[config.mk]
export PLATFORM = sky130hd
export DESIGN_NAME = tds_mul
export DESIGN_NICKNAME = d
export VERILOG_FILES = /design/src/rtl/core/tds_pkg.sv /design/src/rtl/core/tds_mul.sv
export SDC_FILE = /design/constraint.sdc
export NUM_CORES = 2
export LEC_CHECK = 0
export BUFFER_PORTS_ARGS = -buffer_cell sky130_fd_sc_hd__buf_2
export CORE_ASPECT_RATIO = 1.2
export CORE_MARGIN = 1.5
export CORE_UTILIZATION = 45
export DETAILED_ROUTE_END_ITERATION = 12
export SYNTH_ARGS = -nofsm -noshare
export SYNTH_HDL_FRONTEND = slang
export SYNTH_SLANG_ARGS = --single-unit
[constraint.sdc]
create_clock -name clk -period 11.2 [get_ports clk]
set_input_delay 2.24 -clock clk [delete_from_list [all_inputs] [get_ports clk]]
set_output_delay 2.24 -clock clk [all_outputs]
set_load 0.01 [all_outputs]
[src/rtl/core/tds_pkg.sv]
package tds_pkg;

    localparam int MAX_SIZE = 64;
    localparam int IDX_W    = $clog2(MAX_SIZE);
    localparam int CNT_W    = $clog2(MAX_SIZE + 1);
    localparam int DATA_W   = 48;
    localparam int CFG_W    = 47;
    localparam int CIDX_W   = 3;
    localparam int SWP_W    = 16;

    localparam logic [DATA_W-1:0] Q_ONE   = 48'h0001_0000_0000;
    localparam logic [DATA_W-1:0] POS_LIM = 48'h7FFF_FFFF_FFFF;
    localparam logic [DATA_W-1:0] NEG_LIM = 48'h8000_0000_0000;

    // configuration register indexes
    localparam logic [CIDX_W-1:0] CFG_ALPHA     = 3'd0;
    localparam logic [CIDX_W-1:0] CFG_OMEGA     = 3'd1;
    localparam logic [CIDX_W-1:0] CFG_TOLERANCE = 3'd2;
    localparam logic [CIDX_W-1:0] CFG_MAX_SWEEP = 3'd3;

    typedef enum logic [4:0] {
        ST_LOAD,
        ST_RD0,
        ST_RD1,
        ST_RD2,
        ST_MA,
        ST_WA,
        ST_MB,
        ST_WB,
        ST_DG,
        ST_WD,
        ST_MC,
        ST_WC,
        ST_MD,
        ST_WM,
        ST_WR,
        ST_ACC,
        ST_CHK,
        ST_ORD,
        ST_OCAP,
        ST_OSEND
    } state_t;

    // magnitude of a signed word; the most negative value maps to 2^47
    function automatic logic [DATA_W-1:0] mag48(input logic signed [DATA_W-1:0] v);
        logic [DATA_W-1:0] r;
        r = v[DATA_W-1] ? (DATA_W'(0) - DATA_W'(v)) : DATA_W'(v);
        return r;
    endfunction

    // clamp a widened signed sum into the signed 48-bit range
    function automatic logic signed [DATA_W-1:0] sat48(input logic signed [DATA_W+1:0] v);
        logic signed [DATA_W-1:0] r;
        if (v > $signed({2'b00, POS_LIM}))
        begin
            r = $signed(POS_LIM);
        end
        else if (v < $signed({2'b11, NEG_LIM}))
        begin
            r = $signed(NEG_LIM);
        end
        else
        begin
            r = v[DATA_W-1:0];
        end
        return r;
    endfunction

endpackage

[src/rtl/core/tds_mul.sv]
module tds_mul (
    input  logic                                 clk,
    input  logic                                 rst_n,
    input  logic                                 start,
    input  logic signed [tds_pkg::DATA_W-1:0]    a,
    input  logic signed [tds_pkg::DATA_W-1:0]    b,
    output logic                                 done,
    output logic signed [tds_pkg::DATA_W-1:0]    result
);

    localparam int HW = tds_pkg::DATA_W / 2;
    localparam int PW = 2 * tds_pkg::DATA_W;

    logic                        busy_reg;
    logic [2:0]                  step_reg;
    logic [tds_pkg::DATA_W-1:0]  ma_reg;
    logic [tds_pkg::DATA_W-1:0]  mb_reg;
    logic                        neg_reg;
    logic [2*HW-1:0]             pp_reg;
    logic [1:0]                  sh_reg;
    logic [PW-1:0]               acc_reg;
    logic                        done_reg;
    logic signed [tds_pkg::DATA_W-1:0] res_reg;

    logic [HW-1:0]               a_chunk;
    logic [HW-1:0]               b_chunk;
    logic [PW-1:0]               pp_shift;
    logic [64:0]                 rnd;
    logic [tds_pkg::DATA_W-1:0]  lim;
    logic [tds_pkg::DATA_W-1:0]  sat_mag;

    // pick 24-bit chunks of the magnitudes
    always_comb
    begin
        a_chunk = step_reg[0] ? ma_reg[2*HW-1:HW] : ma_reg[HW-1:0];
        b_chunk = step_reg[1] ? mb_reg[2*HW-1:HW] : mb_reg[HW-1:0];
        case (sh_reg)
            2'd0:    pp_shift = {{(PW-2*HW){1'b0}}, pp_reg};
            2'd1:    pp_shift = {{(PW-2*HW){1'b0}}, pp_reg} << HW;
            default: pp_shift = {{(PW-2*HW){1'b0}}, pp_reg} << (2 * HW);
        endcase
    end

    // round half up at bit 31, then clamp the magnitude
    always_comb
    begin
        rnd = {1'b0, acc_reg[PW-1:32]} + 65'(acc_reg[31]);
        lim = neg_reg ? tds_pkg::NEG_LIM : tds_pkg::POS_LIM;
        sat_mag = (rnd > {17'b0, lim}) ? lim : rnd[tds_pkg::DATA_W-1:0];
    end

    always_ff @(posedge clk or negedge rst_n)
    begin
        if (!rst_n)
        begin
            busy_reg <= 1'b0;
            step_reg <= 3'd0;
            done_reg <= 1'b0;
        end
        else
        begin
            done_reg <= 1'b0;
            if (start)
            begin
                busy_reg <= 1'b1;
                step_reg <= 3'd0;
            end
            else if (busy_reg)
            begin
                step_reg <= step_reg + 3'd1;
                if (step_reg == 3'd5)
                begin
                    busy_reg <= 1'b0;
                    done_reg <= 1'b1;
                end
            end
        end
    end

    // partial products, accumulation and final result
    always_ff @(posedge clk)
    begin
        if (start)
        begin
            ma_reg  <= tds_pkg::mag48(a);
            mb_reg  <= tds_pkg::mag48(b);
            neg_reg <= (a[tds_pkg::DATA_W-1] != b[tds_pkg::DATA_W-1]);
            acc_reg <= '0;
        end
        else if (busy_reg)
        begin
            if (step_reg < 3'd4)
            begin
                pp_reg <= a_chunk * b_chunk;
                sh_reg <= 2'(step_reg[0]) + 2'(step_reg[1]);
            end
            if (step_reg >= 3'd1 && step_reg <= 3'd4)
            begin
                acc_reg <= acc_reg + pp_shift;
            end
            if (step_reg == 3'd5)
            begin
                res_reg <= neg_reg ? $signed(tds_pkg::DATA_W'(0) - sat_mag) : $signed(sat_mag);
            end
        end
    end

    assign done   = done_reg;
    assign result = res_reg;

endmodule

==> results.cfg <==
[synthesis]
synthAdderAreaFrac_pct = 33.4
synth_compound_area_share_pct = 12.6
synth_area_leaders = fa_1 (23%), edfxtp_1 (14%), ha_1 (9.9%)
synth-seq-cells = 296
synth_area_sq_mm = 0.0412
syn_avg_cell_area_sq_um = 8.53
synthArstFlopShare_pct = 1.69
synth_ff_type = edfxtp_1
synth_xor_xnor_area_share_pct = 5.87
yosys.area_share.simple_pct = 18.0
synth_top_family_by_area = adder cells
ys_seq_area_share_pct = 19.2
synth_cell_types = 86
synth-edff-count = 195
syn_nets = 5730
synth_largest_area_cell = fa_1
ys_warn_count = 0
synthCells = 4823
synth_top_area_share_pct = 23.5
synthMuxAreaShare_pct = 3.13

[global_routing]
grt-ovfl-total = 0
grt_max_degree = 97
grt_usage_pct = 28.0
antenna_found_initial = 1
grt_pass1_vias = 34733
grt_pass1_wl_um = 201000

[routing]
route.detailed.drc = 0
dr.pass1.iters = 6
wire_per_inst_um = 21.4
antenna_left = 0
routed_wl_um = 129000
initialDrtViolationCount = 2322
drt-vias-per-instance = 5.66
via_count = 34251

[critical_path]
crit_top_cell = fa_1
worstSetupPathType = flop to flop
crit_fanout = 33
cp_slowest_stage_delay_ns = 0.89
r2r-start = step_reg[0]
slowest_stage = dfrtp_2
cp-start-kind = flop
r2r-end = pp_reg[43]
required_ns = 11.51
startpoint = step_reg[0]
worstRegToRegCells = 28
cp-end-kind = flop
r2r_slack_ns = 1.53
worstSetupEndpoint = pp_reg[43]
worstPathArrival_ns = 9.98

[timing]
maxSlewHeadroom_pct = 21.4
hold_violations = 0
setup_tns_ns = 0
setup_slack_ns = 1.53
finClkSkew_ns = 0.0423
drv_slew = 0
min_period_ns = 9.67
finalSetupViolCount = 0
rsz0062_at_grt = no
finalCritPeriodShare_pct = 86.3
max_freq_mhz = 103
worst_slew_pin_slew_ns = 1.16

[floorplan]
rows = 121
io_pins = 148
dieWidth_um = 279
core_area_sq_mm = 0.0907
start_util_pct = 45.4
dieArea_sq_mm = 0.0933
die_y_um = 334

[clock_tree]
numCtsBuffers = 36
cts_sinks = 296
clk_latency_ns = 0.60
cts_setup_buffers = 0
path_clk_slew_ns = 0.07
clockBufferDepth = 3
cts_hold_buf = 0
cts_tree = built
cts_root_buffer = clkbuf_16
cts_resized = 0
cts_max_level = 2

[placement]
pre_cts_ws_ns = 1.54
place_congestion = 0.948
io_buffers = 147
dpl.hpwl_um = 104000

[run]
cap_violations = 0

[final_layout]
drive_gt1_share_pct = 7.95
largest_reg_flops = 96
area_delta_synth_final_pct = 7.62
nNetsFinal = 5763

[min_path]
hold_class = flop to flop
holdCritStartpoint = acc_reg[17]

[status]
status = finished clean
[cell type report]
cell class,count,area (sq um)
Sequential cell,296,7910
Timing Repair Buffer,212,1240
Clock inverter,26,253
Tap cell,1168,1460
Fill cell,8730,46400
Multi-Input combinational cell,3679,30100
Clock buffer,39,955
Antenna cell,1,2.50
Inverter,631,2370
[per-layer routing]
metal	wire length [um]	vias to the layer above	global-route usage, %
met3	8200	304	4.28
met5	0	-	0
met2	63000	1259	49.1
li1	-	16082	-
met1	50700	16606	33.1
met4	7440	0	14.0
[metrics by stage]
step / area, sq um / utilization, % / instances / hold WS (ns)
floorplan: 41200 / - / 4823 / 0.436
global placement: 43100 / 47.5 / 5986 / 0.443
detailed placement: 43100 / 47.5 / 5986 / 0.452
CTS: 44300 / 48.8 / 6051 / 0.461
global route: 44300 / 48.8 / 6051 / 0.487
finish: 44300 / 48.8 / 6052 / 0.458
[critical path: cells and delay by family (launching register included)]
family          cells  cell delay, ns
buf+inv             6            0.90
fa+ha+maj           8            4.03
xor+xnor            1            0.08
compound gates      9            2.63
mux                 1            0.23
flops               1            0.89
simple gates        3            0.64
[cell usage in the layout, fill, tap and decap left out, types with 38 or more instances in the layout]
| cell | instances |
|---|---|
| nand2_1 | 673 |
| inv_1 | 631 |
| fa_1 | 483 |
| nor2_1 | 464 |
| ha_1 | 325 |
| a21oi_1 | 315 |
| xnor2_1 | 200 |
| edfxtp_1 | 195 |
| o21ai_0 | 174 |
| buf_2 | 146 |
| dfxtp_1 | 96 |
| a21o_1 | 87 |
| xor2_1 | 76 |
| nand4_1 | 71 |
| and2_1 | 70 |
| nand3_1 | 70 |
| mux2i_1 | 68 |
| buf_4 | 64 |
| nor3_1 | 63 |
| mux2_2 | 47 |
| clkbuf_16 | 38 |
[worst min-delay path by stage]
stage | endpoint | slack, ns | depth (start not counted)
finish | acc_reg[17] | 0.46 | 2
global route | acc_reg[10] | 0.49 | 2
CTS | acc_reg[23] | 0.46 | 2
detailed placement | acc_reg[23] | 0.45 | 2
global placement | acc_reg[23] | 0.44 | 2
floorplan | acc_reg[10] | 0.44 | 2
[cell families (layout without fill, tap and decap cells)]
kind of cell             after synthesis  count (layout)
flip-flops                           296             296
AND/OR/NAND/NOR                     1639            1639
multiplexers                         123             123
XOR/XNOR                             276             276
adder cells (fa/ha/maj)              808             808
AO/OA/AOI/OAI                        833             833
buffers and inverters                848             908
other                                  0               1
[synthesized netlist by cell type (all sizes together) (76+ instances only)]
master / n
a21o: 87
a21oi: 316
clkbuf: 196
dfxtp: 96
edfxtp: 195
fa: 483
ha: 325
inv: 631
mux2i: 76
nand2: 673
nor2: 466
o21ai: 178
xnor2: 200
xor2: 76
Power is not shown: default switching activity piles up to over one toggle a cycle in this logic, so the estimate is an artifact.
