$ cat src/rtl/core/tds_pkg.sv
package tds_pkg;

    localparam int MAX_SIZE = 64;
    localparam int IDX_W    = $clog2(MAX_SIZE);
    localparam int CNT_W    = $clog2(MAX_SIZE + 1);
    localparam int DATA_W   = 48;
    localparam int CFG_W    = 47;
    localparam int CIDX_W   = 3;
    localparam int SWP_W    = 16;

    localparam logic [DATA_W-1:0] Q_ONE   = 48'h0001_0000_0000;
    localparam logic [DATA_W-1:0] POS_LIM = 48'h7FFF_FFFF_FFFF;
    localparam logic [DATA_W-1:0] NEG_LIM = 48'h8000_0000_0000;

    // configuration register indexes
    localparam logic [CIDX_W-1:0] CFG_ALPHA     = 3'd0;
    localparam logic [CIDX_W-1:0] CFG_OMEGA     = 3'd1;
    localparam logic [CIDX_W-1:0] CFG_TOLERANCE = 3'd2;
    localparam logic [CIDX_W-1:0] CFG_MAX_SWEEP = 3'd3;

    typedef enum logic [4:0] {
        ST_LOAD,
        ST_RD0,
        ST_RD1,
        ST_RD2,
        ST_MA,
        ST_WA,
        ST_MB,
        ST_WB,
        ST_DG,
        ST_WD,
        ST_MC,
        ST_WC,
        ST_MD,
        ST_WM,
        ST_WR,
        ST_ACC,
        ST_CHK,
        ST_ORD,
        ST_OCAP,
        ST_OSEND
    } state_t;

    // magnitude of a signed word; the most negative value maps to 2^47
    function automatic logic [DATA_W-1:0] mag48(input logic signed [DATA_W-1:0] v);
        logic [DATA_W-1:0] r;
        r = v[DATA_W-1] ? (DATA_W'(0) - DATA_W'(v)) : DATA_W'(v);
        return r;
    endfunction

    // clamp a widened signed sum into the signed 48-bit range
    function automatic logic signed [DATA_W-1:0] sat48(input logic signed [DATA_W+1:0] v);
        logic signed [DATA_W-1:0] r;
        if (v > $signed({2'b00, POS_LIM}))
        begin
            r = $signed(POS_LIM);
        end
        else if (v < $signed({2'b11, NEG_LIM}))
        begin
            r = $signed(NEG_LIM);
        end
        else
        begin
            r = v[DATA_W-1:0];
        end
        return r;
    endfunction

endpackage

$ cat src/rtl/core/tds_div.sv
module tds_div (
    input  logic                                 clk,
    input  logic                                 rst_n,
    input  logic                                 start,
    input  logic signed [tds_pkg::DATA_W-1:0]    t,
    input  logic [tds_pkg::DATA_W-1:0]           d,
    output logic                                 done,
    output logic signed [tds_pkg::DATA_W-1:0]    quotient
);

    // numerator is |t| * 2^33: one extra bit for rounding
    localparam int NW    = tds_pkg::DATA_W + 33;
    localparam int QW    = tds_pkg::DATA_W + 1;
    localparam int CNT_W = $clog2(NW + 1);

    logic                         busy_reg;
    logic [CNT_W-1:0]             cnt_reg;
    logic [NW-1:0]                num_reg;
    logic [tds_pkg::DATA_W-1:0]   r_reg;
    logic [QW-1:0]                q_reg;
    logic [tds_pkg::DATA_W-1:0]   d_reg;
    logic                         neg_reg;
    logic                         done_reg;
    logic signed [tds_pkg::DATA_W-1:0] res_reg;

    logic [tds_pkg::DATA_W:0]     rs;
    logic [tds_pkg::DATA_W:0]     rs_sub;
    logic                         qb;
    logic [QW:0]                  qr;
    logic [QW-1:0]                qm;
    logic [QW-1:0]                lim;
    logic [tds_pkg::DATA_W-1:0]   qs;

    // one restoring step
    always_comb
    begin
        rs     = {r_reg, num_reg[NW-1]};
        rs_sub = rs - {1'b0, d_reg};
        qb     = (rs >= {1'b0, d_reg});
        qr     = {1'b0, q_reg} + (QW+1)'(1);
        qm     = qr[QW:1];
        lim    = neg_reg ? {1'b0, tds_pkg::NEG_LIM} : {1'b0, tds_pkg::POS_LIM};
        qs     = (qm > lim) ? lim[tds_pkg::DATA_W-1:0] : qm[tds_pkg::DATA_W-1:0];
    end

    always_ff @(posedge clk or negedge rst_n)
    begin
        if (!rst_n)
        begin
            busy_reg <= 1'b0;
            cnt_reg  <= '0;
            done_reg <= 1'b0;
        end
        else
        begin
            done_reg <= 1'b0;
            if (start)
            begin
                busy_reg <= 1'b1;
                cnt_reg  <= '0;
            end
            else if (busy_reg)
            begin
                cnt_reg <= cnt_reg + CNT_W'(1);
                if (cnt_reg == CNT_W'(NW))
                begin
                    busy_reg <= 1'b0;
                    done_reg <= 1'b1;
                end
            end
        end
    end

    // shift in one numerator bit per cycle, then round and sign
    always_ff @(posedge clk)
    begin
        if (start)
        begin
            num_reg <= {tds_pkg::mag48(t), 33'b0};
            r_reg   <= '0;
            q_reg   <= '0;
            d_reg   <= d;
            neg_reg <= t[tds_pkg::DATA_W-1];
        end
        else if (busy_reg)
        begin
            if (cnt_reg < CNT_W'(NW))
            begin
                num_reg <= num_reg << 1;
                q_reg   <= {q_reg[QW-2:0], qb};
                r_reg   <= qb ? rs_sub[tds_pkg::DATA_W-1:0] : rs[tds_pkg::DATA_W-1:0];
            end
            else
            begin
                res_reg <= neg_reg ? $signed(tds_pkg::DATA_W'(0) - qs) : $signed(qs);
            end
        end
    end

    assign done     = done_reg;
    assign quotient = res_reg;

endmodule

$ cat config.mk
export PLATFORM = sky130hd
export DESIGN_NAME = tds_div
export DESIGN_NICKNAME = d
export VERILOG_FILES = /design/src/rtl/core/tds_pkg.sv /design/src/rtl/core/tds_div.sv
export SDC_FILE = /design/constraint.sdc
export NUM_CORES = 1
export LEC_CHECK = 0
export ABC_AREA = 1
export CORE_MARGIN = 3
export CORE_UTILIZATION = 38
export CTS_CLUSTER_SIZE = 14
export DETAILED_ROUTE_END_ITERATION = 8
export DONT_BUFFER_PORTS = 1
export HOLD_SLACK_MARGIN = 0.02
export PLACE_DENSITY_LB_ADDON = 0.1
export SYNTH_ARGS = -nofsm -noshare
export SYNTH_HDL_FRONTEND = slang
export SYNTH_SLANG_ARGS = --single-unit
$ cat constraint.sdc
create_clock -name clk -period 13.45 [get_ports clk]
set_clock_uncertainty 0.15 [all_clocks]
set_input_delay 0.6725 -clock clk [delete_from_list [all_inputs] [get_ports clk]]
set_output_delay 0.6725 -clock clk [all_outputs]
set_load 0.005 [all_outputs]
==> impl_metrics.yaml, run 1 <==
critical_path:
  required_ns: 13.65
  cp_common_cell: "nor2_1"
  worst_ep_arrival_time_ns: 6.44
  critPathCaptureType: "register"
  reg2reg_depth: 30
  r2r_start: "q_reg[1]$_SDFFE_PP0P_"
  r2r-end: "quotient[20]$_DFFE_PP_"
  crit_path_start_kind: "register"
  crit_path_max_fanout: 87
  critical-path-max-stage-delay_ns: 0.71
  criticalPathCategory: "register to register"
  worst_path_max_delay_cell: "buf_4"
  r2r_slack_ns: 7.20
timing:
  finalCriticalPeriod_ns: 6.25
  slew_viol_final: 0
  hold_violations: 0
  slew_headroom_pct: 32.7
  rsz0062_at_grt: "no"
  setup_viol: 0
  finalSetupTns_ns: 0
  tightestPinTransition_ns: 1.01
  fin_ws_ns: 7.20
  fmax_mhz: 160
  fin_crit_sh_pct: 46.4
synthesis:
  ys_warn_count: 0
  synth_top_family_by_area: "simple AND/OR/NAND/NOR gates"
  synth-xor-area-share_pct: 5.72
  post-synth-top-count-cell: "nand2_1"
  synth-compound-area-share_pct: 13.6
  synthArstFlopShare_pct: 3.59
  synth_mux_area_share_pct: 0.0618
  synthTopCellsByArea: "edfxtp_1, nand2_1, dfxtp_1"
  synthAdderAreaFrac_pct: 7.05
  synth_edf_count: 145
  syn_area_sq_um: 18200
  synth_top_area_share_pct: 23.9
  synth-seq-cells: 251
  syn_inst: 2542
  syn-num-nets: 2743
  yosysSeqAreaShare_pct: 35.8
  synth_cell_types: 58
  synth-simple-area-share_pct: 28.4
  synth_top_cell_by_area: "edfxtp_1"
  synth_ff_type: "edfxtp_1"
  synth_area_per_cell_sq_um: 7.17
  yosys-top-cells-count: "nand2_1, inv_1, nor2_1"
power:
  p_seq_share_pct: 34.9
  p_int_w: 0.00176
  switchingPower_w: 0.00102
  irDropWorstVdd_v: 0.000111
  p_sw_share_pct: 36.6
  p_clk_share_pct: 29.4
  power_density_nw_per_um2: 137
  pwr-share-comb_pct: 35.7
  p_leak_nw: 9.49
clock_tree:
  clockRootBuffer: "clkbuf_16"
  clkSlewWorstSetupHoldPaths_ns: 0.07
  numCtsBuffers: 30
  h-tree-depth: 1
  clock_path_buffers: 3
  clock-sinks: 251
  clkLatencyLatePin_ns: 0.59
  cts-resized-gates: 0
  cts_setup_buffers: 0
  cts_tree: "built"
min_path:
  worstHoldStart: "start"
  min_path_type: "input port to register"
  holdPathStages: 0
  min_to: "d_reg[32]$_DFFE_PP_"
drt:
  initialDrtViolationCount: 941
  via_per_inst: 5.12
  drtPass1Iterations: 6
  ant_nets: 0
  drc: 0
  finalWirelength_mm: 52.2
  wl_per_cell_um: 16.3
  vias: 16378
cells_and_area:
  final_nets: 2768
  areaGrowthSynthToFinish_pct: 11.2
  largest_register_ffs: 49
  final_cells: 3198
  drive_above_1_share_pct: 5.36
  n_fill_cell: 4914
  antenna_cells: 0
floorplan:
  core.rowCount: 79
  floorplan.initialDensity_pct: 38.8
  die_width_um: 225
  die_height_um: 225
  floorplan.core_area_sq_um: 47000
  io_pins: 148
  dieArea_sq_um: 50600
placed_design:
  dp_hpwl_mm: 40.2
  routabilityCongestion: 0.898
  pre_cts_ws_ns: 7.22
  dp.cells: 3091
  io_buffers: 0
global_routing:
  grt_pass1_vias: 16100
  grt_max_degree: 95
  antenna_found_initial: 1
  grt_pass1_wl_mm: 83.4
  grt-ovfl-total: 0
  grtUsageTotal_pct: 20.3
job:
  cap_violations: 0
run_status:
  outcome: "finished, final reports clean"
[power by group through the flow]
stage | sequential [W] | clock, W | combinational (W)
CTS | 0.000968 | 0.000850 | 0.00100
finish | 0.000968 | 0.000818 | 0.000992
detailed placement | 0.000982 | 0 | 0.000983
floorplan | 0.000971 | 0 | 0.000764
global placement | 0.000982 | 0 | 0.000978
global route | 0.000979 | 0.000873 | 0.00114
[layout make-up]
type / instances / area, sq um / share of cell area (%)
timing repair buffer: 61 / 586 / 2.89
clock inverter: 13 / 159 / 0.784
tap: 607 / 759 / 3.75
inverter: 367 / 1380 / 6.80
sequential: 251 / 6520 / 32.2
multi-input combinational: 1856 / 10000 / 49.5
clock buffer: 43 / 830 / 4.09
[metal layers]
metal | share of wire, % | track usage [%]
met1 | 44 | 25.6
met2 | 49 | 36.2
met3 | 3.2 | 2.50
met4 | 3.4 | 6.62
met5 | 0.025 | 0
[worst max-delay path by stage]
| stage | startpoint | endpoint | slack [ns] | depth (start not counted) |
|---|---|---|---|---|
| 2_1_floorplan | q_reg[1]$_SDFFE_PP0P_ | quotient[20]$_DFFE_PP_ | 8.19 | 33 |
| 3_3_place_gp | q_reg[1]$_SDFFE_PP0P_ | quotient[20]$_DFFE_PP_ | 7.43 | 30 |
| 3_5_place_dp | q_reg[1]$_SDFFE_PP0P_ | quotient[20]$_DFFE_PP_ | 7.22 | 30 |
| 4_1_cts | q_reg[1]$_SDFFE_PP0P_ | quotient[36]$_DFFE_PP_ | 7.20 | 31 |
| 5_1_grt | q_reg[1]$_SDFFE_PP0P_ | quotient[20]$_DFFE_PP_ | 6.52 | 30 |
| 6_report | q_reg[1]$_SDFFE_PP0P_ | quotient[20]$_DFFE_PP_ | 7.20 | 30 |
[through the flow]
stage | instance area [sq um] | util [%] | hold WS [ns] | total power (W)
2_1_floorplan | 18200 | - | 0.227 | 0.00173
3_3_place_gp | 18800 | 40.0 | 0.227 | 0.00196
3_5_place_dp | 18800 | 40.0 | 0.227 | 0.00196
4_1_cts | 20300 | 43.2 | 0.0204 | 0.00282
5_1_grt | 20300 | 43.2 | 0.0203 | 0.00299
6_report | 20300 | 43.2 | 0.0627 | 0.00278
[worst max-delay path: cells and delay by family, from the launching register on]
| kind | cells | cell delay, ns |
|---|---|---|
| fa+ha+maj | 3 | 0.75 |
| xor+xnor | 1 | 0.18 |
| flops | 1 | 0.37 |
| compound gates | 1 | 0.15 |
| simple gates | 20 | 3.26 |
| buf+inv | 5 | 1.10 |
[what timing repair did]
action                                  4_1_cts  5_1_grt
endpoints found under the setup margin        0        0
endpoints found under the hold margin        62        0
hold buffers                                 51        0
[placed cells by master (no fill, tap or decap), drive strengths merged, types with 43 or more instances in the layout]
cell / count
dfxtp: 97
nor2: 311
ha: 101
nand3: 135
clkbuf: 43
edfxtp: 145
o22ai: 49
o21ai: 159
xor2: 91
a21oi: 104
inv: 366
nand2: 652
dlygate4sd3: 51
[cells by family (layout without fill, tap and decap cells)]
kind of cell | Yosys count | count (layout)
muxes | 1 | 1
and+or+nand+nor | 1206 | 1206
DFF | 251 | 251
AOI/OAI and AO/OA | 428 | 428
adders and majority gates | 102 | 102
buffers and inverters | 435 | 484
xor gates and xnor gates | 119 | 119
No activity file was read; power rests on OpenSTA's default activity.
==> inputs of run 2 (changes only) <==
ABC_AREA = 0   (was 1)
clock period = 5.4 ns   (was 13.45 ns; I/O delays follow)
==> impl_metrics.yaml, run 2 <==
synthesis:
  synth_ff_type: "edfxtp_1"
  ys_warn_count: 0
  syn_inst: 1878
  synth_edf_count: 145
  synthTopCellsByArea: "edfxtp_1, dfxtp_1, ha_1"
  yosysSeqAreaShare_pct: 38.6
  syn_area_sq_um: 16900
  synth-seq-cells: 251
  post-synth-top-count-cell: "a21oi_1"
  yosys-top-cells-count: "a21oi_1, nand2_1, edfxtp_1"
  synth_top_cell_by_area: "edfxtp_1"
  syn-num-nets: 2079
  synth_area_per_cell_sq_um: 8.99
  synthArstFlopShare_pct: 3.59
  synth_top_area_share_pct: 25.8
  synth_cell_types: 95
cells_and_area:
  areaGrowthSynthToFinish_pct: 24.6
  multi_input_area_sq_um: 9960
  n_fill_cell: 4146
  seqCellArea_sq_um: 6530
  drive_above_1_share_pct: 15.0
  mostFrequentLayoutCells: "a21oi_1, buf_4, nand2_1"
  final_nets: 2284
  largest_register_ffs: 49
  fin_area_sq_um: 21000
  antenna_cells: 0
clock_tree:
  clkLatencyLatePin_ns: 0.60
  clockRootBuffer: "clkbuf_16"
  numCtsBuffers: 30
  cts_tree: "built"
  h-tree-depth: 1
  clock-sinks: 251
  clock_path_buffers: 3
  clkSlewWorstSetupHoldPaths_ns: 0.06
drt:
  initialDrtViolationCount: 962
  via_per_inst: 5.43
  ant_nets: 0
  drtPass1Iterations: 5
  drc: 0
  wl_per_cell_um: 17.4
  finalWirelength_mm: 46.9
  vias: 14616
power:
  p_int_w: 0.00358
  p_seq_share_pct: 45.7
  power_w: 0.00468
  pwr-share-comb_pct: 10.0
  p_clk_share_pct: 44.3
  p_sw_share_pct: 23.6
  power_density_nw_per_um2: 222
  switchingPower_w: 0.00111
  irDropWorstVdd_v: 0.000251
  p_leak_nw: 8.68
global_routing:
  grt_util_met2_pct: 32.2
  grt_pass1_wl_mm: 75.3
  top_usage_layer: "met2"
  use_met1_pct: 26.4
  grt_pass1_vias: 14128
  grtUsageTotal_pct: 19.3
  antenna_found_initial: 0
  grt_use_met3_pct: 2.53
  grt_max_degree: 153
  grt-ovfl-total: 0
timing:
  hold_violations: 0
  finalCriticalPeriod_ns: 5.28
  slew_headroom_pct: 33.2
  slew_viol_final: 0
  setup_viol: 0
  rsz0062_at_grt: "yes"
  fin_crit_sh_pct: 97.7
  fin_ws_ns: 0.123
  tightestPinTransition_ns: 0.999
  fmax_mhz: 190
placed_design:
  place_area_sq_um: 18400
  routabilityCongestion: 0.882
  io_buffers: 0
  pre_cts_ws_ns: -0.0991
  dp_hpwl_mm: 33.7
run_status:
  outcome: "finished, final reports clean"
floorplan:
  floorplan.core_area_sq_um: 43500
  dieArea_sq_um: 47000
  floorplan.initialDensity_pct: 38.9
  io_pins: 148
  die_height_um: 217
  core.rowCount: 76
  die_width_um: 217
job:
  cap_violations: 0
critical_path:
  r2r-end: "quotient[8]$_DFFE_PP_"
  r2r_start: "q_reg[5]$_SDFFE_PP0P_"
  critPathCaptureType: "register"
  crit_path_start_kind: "register"
  reg2reg_depth: 23
  worst_ep_arrival_time_ns: 5.46
  required_ns: 5.58
  r2r_slack_ns: 0.12
  criticalPathCategory: "register to register"
  crit_path_max_fanout: 11
min_path:
  min_to: "num_reg[73]$_DFFE_PP_"
  worstHoldStart: "t[39]"
  holdPathStages: 5
  min_path_type: "input port to register"
-- run 2: power by group through the flow --
stage	clock network (W)	registers [W]	logic, W
6_report	0.00208	0.00214	0.000466
5_1_grt	0.00223	0.00215	0.000526
4_1_cts	0.00216	0.00214	0.000462
3_5_place_dp	0	0.00218	0.000351
3_3_place_gp	0	0.00218	0.000345
2_1_floorplan	0	0.00218	0.000288
-- run 2: logic make-up (layout without fill, tap and decap cells) --
group / after synthesis / count (layout) / synth area share [%]
simple gates: 570 / 570 / 17.1
compound gates: 556 / 556 / 21.5
flops: 251 / 251 / 38.6
buf+inv: 205 / 434 / 4.78
xor+xnor: 145 / 145 / 7.56
fa+ha+maj: 102 / 102 / 7.60
mux: 49 / 49 / 2.92
-- run 2: worst max-delay path, cell delays in order (launching register included) --
cell	delay, ns
dfxtp_1	0.36
buf_4	0.19
and4_2	0.28
and4_1	0.37
buf_4	0.21
nand3_1	0.11
xnor2_1	0.38
ha_1	0.19
nand4_1	0.14
nor4_2	0.35
and4_4	0.29
a21oi_2	0.05
a211oi_2	0.27
nand2_2	0.16
nand2_2	0.11
o21ai_2	0.06
inv_1	0.06
ha_2	0.17
a21boi_4	0.19
o41ai_4	0.14
buf_4	0.19
or4_1	0.42
a21oi_2	0.13
nor2_1	0.06
-- run 2: worst max path at each step --
stage,from,end,slack (ns),depth (start not counted)
floorplan,neg_reg$_DFFE_PP_,quotient[8]$_DFFE_PP_,0.005,22
global placement,q_reg[8]$_SDFFE_PP0P_,quotient[12]$_DFFE_PP_,0.08,24
detailed placement,q_reg[7]$_SDFFE_PP0P_,quotient[12]$_DFFE_PP_,-0.1,25
CTS,q_reg[7]$_SDFFE_PP0P_,quotient[16]$_DFFE_PP_,0.007,24
global route,q_reg[15]$_SDFFE_PP0P_,quotient[8]$_DFFE_PP_,-0.12,24
finish,q_reg[5]$_SDFFE_PP0P_,quotient[8]$_DFFE_PP_,0.12,23
-- run 2: what timing repair did --
action / 4_1_cts / 5_1_grt
gates resized for setup: 4 / 56
pin swaps: 1 / 31
hold buffers: 115 / 0
setup buffers: 1 / 20
setup endpoints to repair: 11 / 26
endpoints found under the hold margin: 178 / 0
gates cloned: 0 / 1
-- run 2: area by class of cell --
| class | count | share of cell area [%] |
|---|---|---|
| flip-flops and latches | 251 | 31.0 |
| clock buffers | 44 | 4.11 |
| well taps | 585 | 3.48 |
| repair buffers | 275 | 11.5 |
| clock inverters | 12 | 0.773 |
| multi-input cells | 1422 | 47.3 |
| inverters | 103 | 1.84 |
-- run 2: routing by layer --
metal / wire length, um / vias up
met5: 0 / -
met2: 22100 / 280
met1: 21900 / 6902
met3: 1640 / 63
met4: 1220 / 0
li1: - / 7371
-- run 2: through the flow --
step / hold WS [ns] / util, % / TNS, ns / instances
2_1_floorplan: -0.176 / - / 0 / 1878
3_3_place_gp: -0.175 / 42.3 / 0 / 2500
3_5_place_dp: -0.175 / 42.3 / -0.509 / 2500
4_1_cts: 0.0219 / 47.5 / 0 / 2672
5_1_grt: 0.0767 / 48.4 / -0.788 / 2692
6_report: 0.0627 / 48.4 / 0 / 2692
==> inputs of run 3 (changes only) <==
CORE_UTILIZATION = 59   (was 38)
GPL_ROUTABILITY_DRIVEN = 0   (was not set)
==> impl_metrics.yaml, run 3 (synthesis results as in run 2) <==
placed_design:
  dp_hpwl_mm: 30.4
  dp.cells: 2274
  io_buffers: 0
  place_area_sq_um: 18000
timing:
  tightestPinTransition_ns: 1.12
  slew_headroom_pct: 25.5
  hold_violations: 0
  setup_viol: 0
  slew_viol_final: 0
  fin_crit_sh_pct: 97.2
  finalCriticalPeriod_ns: 5.25
  fmax_mhz: 190
global_routing:
  grt-ovfl-total: 0
  grtUsageTotal_pct: 28.0
  grt_pass1_vias: 14186
  antenna_found_initial: 2
  grt_max_degree: 152
  grt_pass1_wl_mm: 72.0
power:
  p_sw_share_pct: 23.8
  switchingPower_w: 0.00107
  p_int_w: 0.00342
  p_leak_nw: 8.49
  power_density_nw_per_um2: 220
  pwr-share-comb_pct: 10.2
  p_seq_share_pct: 47.8
  p_clk_share_pct: 42.0
  irDropWorstVdd_v: 0.000410
critical_path:
  required_ns: 5.52
  worst_ep_arrival_time_ns: 5.37
  criticalPathCategory: "register to register"
  crit_path_start_kind: "register"
  crit_path_start: "q_reg[8]$_SDFFE_PP0P_"
  critPathCaptureType: "register"
  r2r_start: "q_reg[8]$_SDFFE_PP0P_"
  crit_path_max_fanout: 7
min_path:
  worstHoldStart: "t[33]"
  min_path_type: "input port to register"
cells_and_area:
  drive_above_1_share_pct: 14.2
  multi_input_area_sq_um: 9940
  final_cells: 2445
  final_common_cell: "a21oi_1"
  largest_register_ffs: 49
  final_nets: 2246
  areaGrowthSynthToFinish_pct: 20.6
  seqCellArea_sq_um: 6530
  mostFrequentLayoutCells: "a21oi_1, nand2_1, edfxtp_1"
  fin_area_sq_um: 20400
  n_fill_cell: 2097
clock_tree:
  clock-sinks: 251
  cts_tree: "built"
  h-tree-depth: 1
  clkSlewWorstSetupHoldPaths_ns: 0.06
  clock_path_buffers: 3
  clkLatencyLatePin_ns: 0.54
  clockRootBuffer: "clkbuf_16"
  numCtsBuffers: 27
floorplan:
  core.rowCount: 61
  dieArea_sq_um: 30700
  die_width_um: 175
  die_height_um: 175
  io_pins: 148
  floorplan.core_area_sq_um: 28000
  floorplan.initialDensity_pct: 60.3
drt:
  wl_per_cell_um: 18.4
  initialDrtViolationCount: 1731
  vias: 15223
  via_per_inst: 6.23
  finalWirelength_mm: 45.1
  drc: 0
  ant_nets: 0
  drtPass1Iterations: 5
job:
  cap_violations: 0
run_status:
  outcome: "finished, final reports clean"
-- run 3: power groups by stage --
stage          combinational [W]  sequential (W)  clock, W
2_1_floorplan           0.000288         0.00218         0
3_3_place_gp            0.000333         0.00218         0
3_5_place_dp            0.000344         0.00218         0
4_1_cts                 0.000442         0.00214   0.00191
5_1_grt                 0.000509         0.00215   0.00200
6_report                0.000459         0.00214   0.00188
-- run 3: through the flow --
step | hold WS [ns] | TNS [ns] | power, W | setup slack [ns] | utilization [%]
finish | 0.0487 | 0 | 0.00449 | 0.150 | 72.7
global route | 0.0784 | -0.506 | 0.00466 | -0.121 | 72.7
CTS | 0.0212 | 0 | 0.00450 | 0.00145 | 71.4
detailed placement | -0.175 | -0.271 | 0.00253 | -0.0768 | 64.2
global placement | -0.175 | 0 | 0.00251 | 0.0871 | 64.2
floorplan | -0.176 | 0 | 0.00246 | 0.00455 | -
-- run 3: layout make-up --
cell class                      count  share of cell area (%)
Multi-Input combinational cell   1422                    48.8
Clock buffer                       36                    3.99
Sequential cell                   251                    32.0
Tap cell                          378                    2.32
Timing Repair Buffer              240                    10.4
Antenna cell                        2                  0.0246
Clock inverter                     13                   0.479
Inverter                          103                    1.90
-- run 3: timing repair --
action                                  in CTS  in global routing
gates cloned                                 0                  1
pin swaps                                    0                 23
gates resized for setup                      2                 57
setup buffers                                0                 12
hold endpoints to repair                   164                  0
hold buffers                               107                  0
endpoints found under the setup margin       7                 27
-- run 3: worst max-delay path, cell delays in order (launching register included) --
cell	delay, ns
dfxtp_2	0.35
nand4_4	0.12
buf_6	0.15
or4_4	0.55
buf_6	0.15
o31ai_4	0.23
and2_4	0.19
inv_1	0.06
ha_1	0.28
nand4_1	0.17
nor4_4	0.33
and4_4	0.30
a21oi_1	0.05
a211oi_2	0.27
nand2_2	0.15
nand2_2	0.11
o21ai_2	0.06
inv_1	0.06
ha_2	0.17
a21boi_4	0.19
o41ai_4	0.13
o21ai_2	0.28
buf_4	0.18
mux2i_1	0.19
a22oi_1	0.10
-- run 3: path summary, 6_finish.rpt --
| check | cells after the start | slack, ns | end |
|---|---|---|---|
| setup / recovery | 24 | 0.15 | quotient[24]$_DFFE_PP_ |
| max in group asynchronous | 2 | 4.23 | cnt_reg[2]$_DFFE_PN0P_ |
| hold / removal | 3 | 0.05 | num_reg[68]$_DFFE_PP_ |
| setup reg to reg | 24 | 0.15 | quotient[24]$_DFFE_PP_ |
| min in group asynchronous | 2 | 0.57 | done$_DFF_PN0_ |
| hold reg to reg | 2 | 0.33 | r_reg[40]$_SDFFE_PP0P_ |
-- run 3: layer usage --
metal	up-vias	track usage (%)	wire, um
li1	7283	-	-
met1	7189	40.2	20000
met2	652	44.6	20500
met3	99	3.74	3340
met4	0	8.18	1280
met5	-	0	0
